[src/design/assert_macros.svh]
// ----------------------------------------------------------------------------
// assert_macros.svh
// Concurrent assertion shorthands, clocked on clk_i, disabled during reset.
// ----------------------------------------------------------------------------
`ifndef ASSERT_MACROS_SVH
`define ASSERT_MACROS_SVH

// Property that must hold at every clock edge outside reset.
`define ASSERT_CLK(label, prop, msg) \
  label: assert property (@(posedge clk_i) disable iff (!rst_ni) (prop)) else $error(msg);

// Implication: antecedent at an edge implies consequent at the next edge.
`define ASSERT_NEXT(label, ante, cons, msg) \
  label: assert property (@(posedge clk_i) disable iff (!rst_ni) (ante) |=> (cons)) \
    else $error(msg);

`endif

[src/design/pida_pkg.sv]
// ----------------------------------------------------------------------------
// pida_pkg
// Shared types and constants of the positional insert/delete array.
// ----------------------------------------------------------------------------
package pida_pkg;

  localparam int unsigned CAPACITY  = 32;
  localparam int unsigned WORD_W    = 32;
  localparam int unsigned POS_W     = 6;
  localparam int unsigned CNT_OUT_W = 6;
  localparam int unsigned CNT_W     = $clog2(CAPACITY + 1);
  localparam int unsigned IDX_W     = (CAPACITY > 1) ? $clog2(CAPACITY) : 1;
  // common width for comparing positions against the count
  localparam int unsigned CMP_W     = (CNT_W > POS_W) ? CNT_W : POS_W;

  typedef enum logic [1:0] {
    ACT_APPEND = 2'd0,
    ACT_INSERT = 2'd1,
    ACT_READ   = 2'd2,
    ACT_REMOVE = 2'd3
  } action_e;

  typedef enum logic [1:0] {
    ST_DONE  = 2'd0,
    ST_FULL  = 2'd1,
    ST_RANGE = 2'd2
  } status_e;

  typedef struct packed {
    action_e                   action;
    logic [POS_W-1:0]          position;
    logic signed [WORD_W-1:0]  value;
  } req_t;

  typedef struct packed {
    logic signed [WORD_W-1:0]  read_value;
    status_e                   status;
    logic [CNT_OUT_W-1:0]      count_after;
  } rsp_t;

  // Per-cycle control broadcast to every cell
  typedef struct packed {
    logic             ins;   // insert commits at position 'at'
    logic             rem;   // remove commits at position 'at'
    logic [CMP_W-1:0] at;
  } cell_ctl_t;

endpackage

[src/design/pida_cell.sv]
// ----------------------------------------------------------------------------
// pida_cell
// One storage slot of the array; shifts up on insert, down on remove.
// ----------------------------------------------------------------------------
module pida_cell (
  input  logic                               clk_i,
  input  pida_pkg::cell_ctl_t                ctl_i,
  input  logic [pida_pkg::CMP_W-1:0]         idx_i,
  input  logic signed [pida_pkg::WORD_W-1:0] value_i,
  input  logic signed [pida_pkg::WORD_W-1:0] lower_i,  // neighbor below
  input  logic signed [pida_pkg::WORD_W-1:0] upper_i,  // neighbor above
  output logic signed [pida_pkg::WORD_W-1:0] word_o
);

  logic signed [pida_pkg::WORD_W-1:0] word_q, word_d;

  always_comb begin
    word_d = word_q;
    if (ctl_i.ins) begin
      if (idx_i == ctl_i.at) begin
        word_d = value_i;
      end else if (idx_i > ctl_i.at) begin
        word_d = lower_i;
      end
    end else if (ctl_i.rem && (idx_i >= ctl_i.at)) begin
      word_d = upper_i;
    end
  end

  // payload only, no reset
  always_ff @(posedge clk_i) begin
    word_q <= word_d;
  end

  assign word_o = word_q;

endmodule

[src/design/positional_insert_delete_array.sv]
// ----------------------------------------------------------------------------
// positional_insert_delete_array
// Bounded ordered array of signed words held in a row of shifting cells.
// ----------------------------------------------------------------------------
// Channel | dir | handshake                 | payload
// --------+-----+---------------------------+------------------------------
// in      | in  | in_valid_i / in_stall_o   | in_data_i  (req_t)
// out     | out | out_valid_o / out_stall_i | out_data_o (rsp_t)
//
// One transfer per cycle while in_stall_o is low: every cell updates in the same
//   cycle from its neighbors, and the result is registered on acceptance.
// Reset clears the count and the output valid; cell contents are left as is
//   and never read before being written.
// in_stall_o is high only while a result waits and out_stall_i is high.
// ----------------------------------------------------------------------------
`include "assert_macros.svh"

module positional_insert_delete_array (
  input  logic             clk_i,
  input  logic             rst_ni,
  input  logic             in_valid_i,
  output logic             in_stall_o,
  input  pida_pkg::req_t   in_data_i,
  output logic             out_valid_o,
  input  logic             out_stall_i,
  output pida_pkg::rsp_t   out_data_o
);

  logic                               in_ok;
  logic [pida_pkg::CNT_W-1:0]         count_q, count_d;
  logic                               out_valid_q;
  pida_pkg::rsp_t                     out_q, out_d;
  pida_pkg::cell_ctl_t                ctl;
  logic [pida_pkg::CMP_W-1:0]         pos_x, cnt_x, at_x;
  logic                               full, pos_lt, at_le;
  pida_pkg::status_e                  status;
  logic signed [pida_pkg::WORD_W-1:0] rd_word;
  logic signed [pida_pkg::WORD_W-1:0] cell_word [pida_pkg::CAPACITY];

  // A new request enters unless a finished result is held back downstream.
  assign in_stall_o = out_valid_q && out_stall_i;
  assign in_ok      = in_valid_i && !in_stall_o;

  assign pos_x  = pida_pkg::CMP_W'(in_data_i.position);
  assign cnt_x  = pida_pkg::CMP_W'(count_q);
  assign at_x   = (in_data_i.action == pida_pkg::ACT_APPEND) ? cnt_x : pos_x;
  assign full   = (count_q == pida_pkg::CNT_W'(pida_pkg::CAPACITY));
  assign pos_lt = (pos_x < cnt_x);
  assign at_le  = (at_x <= cnt_x);

  // Decode the request into status and cell control
  always_comb begin
    status  = pida_pkg::ST_DONE;
    ctl.ins = 1'b0;
    ctl.rem = 1'b0;
    ctl.at  = at_x;
    unique case (in_data_i.action)
      pida_pkg::ACT_APPEND, pida_pkg::ACT_INSERT: begin
        if (full) begin
          status = pida_pkg::ST_FULL;
        end else if (!at_le) begin
          status = pida_pkg::ST_RANGE;
        end else begin
          ctl.ins = in_ok;
        end
      end
      pida_pkg::ACT_READ: begin
        if (!pos_lt) status = pida_pkg::ST_RANGE;
      end
      pida_pkg::ACT_REMOVE: begin
        if (!pos_lt) begin
          status = pida_pkg::ST_RANGE;
        end else begin
          ctl.rem = in_ok;
        end
      end
      default: status = pida_pkg::ST_DONE;
    endcase
  end

  // Row of cells; the word at the top edge enters nothing on insert,
  // and the cell at the top takes a don't-care word on remove.
  for (genvar i = 0; i < pida_pkg::CAPACITY; i++) begin : g_cell
    logic signed [pida_pkg::WORD_W-1:0] lower, upper;
    if (i == 0) begin : g_lo
      assign lower = '0;
    end else begin : g_lo
      assign lower = cell_word[i-1];
    end
    if (i == pida_pkg::CAPACITY - 1) begin : g_hi
      assign upper = '0;
    end else begin : g_hi
      assign upper = cell_word[i+1];
    end
    pida_cell u_cell (
      .clk_i   (clk_i),
      .ctl_i   (ctl),
      .idx_i   (pida_pkg::CMP_W'(i)),
      .value_i (in_data_i.value),
      .lower_i (lower),
      .upper_i (upper),
      .word_o  (cell_word[i])
    );
  end

  // Read port: only used when position is below the count, so in range.
  assign rd_word = cell_word[pos_x[pida_pkg::IDX_W-1:0]];

  always_comb begin
    count_d = count_q;
    if (ctl.ins) begin
      count_d = count_q + pida_pkg::CNT_W'(1);
    end else if (ctl.rem) begin
      count_d = count_q - pida_pkg::CNT_W'(1);
    end
  end

  always_comb begin
    out_d.status      = status;
    out_d.count_after = pida_pkg::CNT_OUT_W'(count_d);
    out_d.read_value  = ((in_data_i.action == pida_pkg::ACT_READ) && pos_lt) ? rd_word : '0;
  end

  always_ff @(posedge clk_i or negedge rst_ni) begin
    if (!rst_ni) begin
      count_q     <= '0;
      out_valid_q <= 1'b0;
    end else begin
      if (in_ok) count_q <= count_d;
      if (in_ok) begin
        out_valid_q <= 1'b1;
      end else if (!out_stall_i) begin
        out_valid_q <= 1'b0;
      end
    end
  end

  always_ff @(posedge clk_i) begin
    if (in_ok) out_q <= out_d;
  end

  assign out_valid_o = out_valid_q;
  assign out_data_o  = out_q;

  `ASSERT_CLK(a_count_bound, count_q <= pida_pkg::CNT_W'(pida_pkg::CAPACITY), "count above capacity")
  `ASSERT_NEXT(a_ins_grows, ctl.ins, count_q == $past(count_q) + pida_pkg::CNT_W'(1), "insert did not grow count")
  `ASSERT_NEXT(a_rem_shrinks, ctl.rem, count_q == $past(count_q) - pida_pkg::CNT_W'(1), "remove did not shrink count")
  `ASSERT_CLK(a_full_holds, !(out_valid_q && out_q.status == pida_pkg::ST_FULL) || full, "full status with free room")

endmodule

[config.mk]
export PLATFORM = sky130hd
export DESIGN_NAME = positional_insert_delete_array
export DESIGN_NICKNAME = d
export VERILOG_FILES = /design/src/design/pida_pkg.sv /design/src/design/pida_cell.sv /design/src/design/positional_insert_delete_array.sv
export VERILOG_INCLUDE_DIRS = /design/src /design/src/design
export SDC_FILE = /design/constraint.sdc
export NUM_CORES = 2
export LEC_CHECK = 0
export BUFFER_PORTS_ARGS = -buffer_cell sky130_fd_sc_hd__buf_2
export CAP_MARGIN = 20
export CORE_AREA = 2 2 392 394
export DETAILED_ROUTE_END_ITERATION = 10
export DIE_AREA = 0 0 394 396
export SYNTH_ARGS = -nofsm -noshare
export SYNTH_HDL_FRONTEND = slang
export SYNTH_HIERARCHICAL = 1
export SYNTH_SLANG_ARGS = --single-unit
[constraint.sdc]
create_clock -name clk_i -period 7.45 [get_ports clk_i]
set_input_delay 1.49 -clock clk_i [delete_from_list [all_inputs] [get_ports clk_i]]
set_output_delay 1.49 -clock clk_i [all_outputs]
set_load 0.03 [all_outputs]
== Word-level counts from Yosys, hierarchy flattened ==
Index checks and enable logic that the tools add are counted.

* Output and inout port bits: 42
* Flip-flop bits (word level): 1071
* Input bits: 44
* Word-level logic and storage cells: 424

* Equal/unequal tests: 68
* Reduce and logical (&&, ||, !) cells: 104
* Mux-type cells: 145
* Bitwise logic cells: 1
* Add/sub/neg operators: 2
* $lt $le $gt $ge: 67

{| class="wikitable"
|+ Operators with widths
! kind !! number
|-
| $mux 32 || 130
|-
| $bmux 32 s5 || 1
|-
| $eq 5x6->1 const A || 16
|-
| $ge 5x6->1 const A || 16
|-
| $gt 5x6->1 const A || 16
|-
| $ne 3x1->1 const B || 32
|-
| $reduce_and 2->1 || 32
|-
| $reduce_bool 2->1 || 32
|-
| $eq 4x6->1 const A || 8
|-
| $ge 4x6->1 const A || 8
|-
| $gt 4x6->1 const A || 8
|-
| $logic_and 1x1->1 || 35
|-
| $eq 3x6->1 const A || 4
|-
| $ge 3x6->1 const A || 4
|-
| $gt 3x6->1 const A || 4
|-
| $mux 6 || 3
|-
| $eq 2x6->1 const A || 2
|-
| $ge 1x6->1 const A || 2
|-
| $ge 2x6->1 const A || 2
|-
| $gt 1x6->1 const A || 2
|-
| $gt 2x6->1 const A || 2
|-
| $mux 1 || 7
|-
| $add 6x1->6 const B || 1
|-
| $eq 1x6->1 const A || 1
|-
| 15 further kinds || 19
|}

== Longest topological paths before layout ==
* Depth after elaboration: 8
* Depth in mapped cells: 14

== Cells and area by module ==
The synthesis kept the hierarchy.

{| class="wikitable"
|+ Modules (own cells, without submodules)
! module !! instances !! seq. area each (µm²) !! cells each !! area an instance (µm²)
|-
| pida_cell (g_cell[1].u_cell ...) || 21 || 960.9 || 208 || 2055.7
|-
| pida_cell (g_cell[0].u_cell ...) || 11 || 960.9 || 208 || 1928.1
|-
| positional_insert_delete_array || 1 || 1376.3 || 663 || 9705.6
|}

== Worst setup path after synthesis ==
No wires, ideal clock.

* Path type: input to register
* Start: input in_data_i[33] in the netlist's numbering
* End: register g_cell[0].u_cell.word_q (netlist bit g_cell[0].u_cell/word_o[0]), enable pin
* Library setup time: 0.441 ns
* Arrival: 6.907 ns
* Required time: 7.009 ns
* Path slack: 0.102 ns
* Stages on the path: 13
* Cells stage by stage: buf_2 -> buf_2 -> buf_2 -> buf_1 -> mux2_2 -> ha_1 -> nand2b_1 -> a21oi_1 -> o32ai_1 -> and2_1 -> buf_2 -> nor2_1 -> a31oi_1

{| class="wikitable"
|+ RTL lines
! what !! line !! text
|-
| start, declared || positional_insert_delete_array.sv:23 || <nowiki>input pida_pkg::req_t in_data_i,</nowiki>
|-
| end signal, assigned || pida_cell.sv:32 || <nowiki>word_q <= word_d;</nowiki>
|-
| end, declared || pida_cell.sv:15 || <nowiki>logic signed [pida_pkg::WORD_W-1:0] word_q, word_d;</nowiki>
|}

==> flow_summary.ini <==
[pwr]
irDropWorstVdd_mv = 0.243
power.leakage_uw = 0.0247
power.total_uw = 21800
p_per_area_nw_per_um2 = 281

[setup_path]
max_stage_delay_ns = 0.57
worstPathCellList = buf_2 > nor2_1 > mux2_2 > ha_1 > a21oi_1 > a21boi_0 > o32ai_1 > buf_4 > and2_4 > buf_12 > buf_12 > buf_12 > nor2_1 > a31oi_1
cp_top_family = buffers and inverters
crit_fanout = 128
arrival_ns = 5.75
worstPathRequired_ns = 8.07
path_common_cell = buf_12
critPathSlowestCell = mux2_2
cp-end-kind = flop
worstSetupStartpointType = input port
worstSetupPathType = input port to flop
cp_num_buf_inv = 5

[grt]
grt_max_degree = 178
grt_pass1_vias = 62000
grt_antenna_before_repair = 17
grt_use_total = 0.364
grt_pass1_wl_mm = 430
gr-total-overflow = 0

[floorplanning]
num_rows = 143
die_area_um2 = 156000
die_y_um = 396
start_util = 0.489
io_pins = 86
die_w_um = 394
fp.coreArea_um2 = 152000

[flow_run]
drv_cap = 0

[clocking]
clkTransAtPathRegs_ns = 0.06
cts_hold_buf = 0
cts.sinks = 1071
clock_path_buffers = 3
cts_resized = 0
cts_buffers = 130
clock_latency_ns = 0.80
post_cts.repair.setup_buffers = 0
htree_levels = 4
root_buffer = clkbuf_16
cts_tree = built

[timing]
finalSetupViolCount = 0
finalClockSkew_ns = 0.0346
final_max_slew_viol_count = 0
layout_worst_path_cycle_share = 0.689
grt_setup_unrepaired = false
fin_crit_ns = 5.13
max_freq_mhz = 195
final-hold-violation-count = 0
setup_tns_ns = 0
worst_pin_slew_ns = 1.46
timing.slew.headroom = 0.0292

[placed_design]
dp_cells = 9068
gp_congestion = 0.973
port_buffers = 85
place_area_um2 = 73700
hpwl_mm = 190

[outcome]
status = complete, no violations

[drt]
drtIter0Drc = 12600
ant_nets = 0
drt_wl_total_mm = 296
via_count = 68200
routedWlPerCell_um = 31.8
drtPass1Iterations = 9
drc = 0
vias_per_cell = 7.34

[yosys]
ys_types = 50
synth_edf_count = 1064
netlist_area_um2 = 74100
yosys_register_bits = 1071
yosys_warnings = 6
synth_area_per_cell_um2 = 10.1
synth_cells = 7319
synth_ff_type = edfxtp_1
seq_area_frac_synth = 0.434
async_flop_share = 0.00654

[hold_path]
hp-class = input port to async pin

[finish]
drive_above_1_share = 0.115
syn2layout_area_growth_pct = 4.63
stdcell_area_um2 = 77500
final_cells = 9295
layout.nets = 7422
==> final cells by class <==
| type | count | area, µm² |
|---|---|---|
| Antenna cell | 5 | 12.5 |
| Clock buffer | 165 | 3490 |
| Clock inverter | 55 | 327 |
| Fill cell | 13600 | 74000 |
| Inverter | 203 | 762 |
| Multi-Input combinational cell | 5404 | 35500 |
| Sequential cell | 1071 | 32100 |
| Tap cell | 2030 | 2540 |
| Timing Repair Buffer | 362 | 2800 |
==> kinds of logic after synthesis <==
| logic type | after synthesis | synth area share |
|---|---|---|
| AO/OA/AOI/OAI | 2394 | 0.189 |
| XOR/XNOR | 10 | 0.00118 |
| adder cells (fa/ha/maj) | 206 | 0.0348 |
| buffers and inverters | 1098 | 0.108 |
| flip-flops | 1071 | 0.434 |
| multiplexers | 262 | 0.0787 |
| other | 2 | 0.000101 |
| AND/OR/NAND/NOR | 2276 | 0.155 |
==> metal layers <==
| layer | part of all wire | track usage |
|---|---|---|
| met3 | 0.16 | 0.129 |
| met1 | 0.37 | 0.497 |
| met5 | 0.00069 | 0.00585 |
| met2 | 0.42 | 0.520 |
| met4 | 0.049 | 0.158 |
==> through the flow <==
step                       util  hold WS, ns  worst slack [ns]
final                     0.512        0.548              2.32
after global routing      0.511        0.534              2.07
after CTS                 0.511        0.513              2.48
after detailed placement  0.486        0.595              1.65
after global placement    0.486        0.593              1.60
after floorplan               -        0.535             0.102
==> synthesized netlist by cell type (all sizes together) (2+ instances only) <==
cell type,count,area share
o22ai,32,0.0027
a22o,64,0.0076
ha,206,0.035
o22a,32,0.0038
o21ai,1058,0.071
o211ai,3,0.00030
nor3b,3,0.00030
mux2,5,0.00076
o32a,2,0.00027
dlymetal6s2s,21,0.0035
nand2b,2,0.00017
a221oi,64,0.0076
a2111oi,2,0.00024
nor2b,34,0.0029
a31oi,1057,0.089
nor2,1063,0.054
mux4,256,0.078
dlygate4sd1,84,0.0099
clkbuf,374,0.030
buf,416,0.054
dfrtp,7,0.0024
a21oi,75,0.0051
and4,32,0.0038
and2,3,0.00025
nand3,5,0.00034
inv,203,0.010
xnor2,10,0.0012
nand4,1058,0.089
edfxtp,1064,0.43
or2,2,0.00017
nand2,70,0.0035
conb,2,0.00010
==> report_power, final <==
group	internal, µW	leakage (µW)	total [µW]	switching [µW]
combinational	1980	0.0131	7270	5290
sequential	7810	0.00976	8470	658
clock	3310	0.00187	6010	2710
==> worst paths after layout <==
kind / slack (ns) / to / cells past startpoint / start
setup / recovery: 2.32 / g_cell[9].u_cell/word_o[28] / 14 / in_data_i[39]
hold / removal: 0.55 / cnt_x[0] / 1 / rst_ni
setup reg to reg: 3.20 / g_cell[9].u_cell/word_o[28] / 12 / cnt_x[2]
hold reg to reg: 0.60 / cnt_x[5] / 1 / cnt_x[5]
max in group asynchronous: 6.72 / out_valid_o / 1 / rst_ni
min in group clk_i: 0.60 / cnt_x[5] / 1 / cnt_x[5]
==> registers in the layout, indices dropped and copies added (netlist names) <==
signal and cells:
g_cell.u_cell/word_o 1024, out_data_o 40, cnt_x 6, out_valid_o 1
==> cells in the final DEF (no fill, tap or decap), types with 64 or more instances in the layout <==
cell type / n
a22o_1: 64
a31oi_1: 1025
conb_1: 256
nor2_1: 1062
ha_1: 206
o21ai_0: 1047
clkbuf_16: 135
mux4_2: 256
a221oi_1: 64
edfxtp_1: 1064
buf_4: 254
buf_2: 83
nand2_1: 70
nand4_1: 1058
inv_1: 201
a21oi_1: 74
Note: power is estimated with default switching activity, not from simulation.
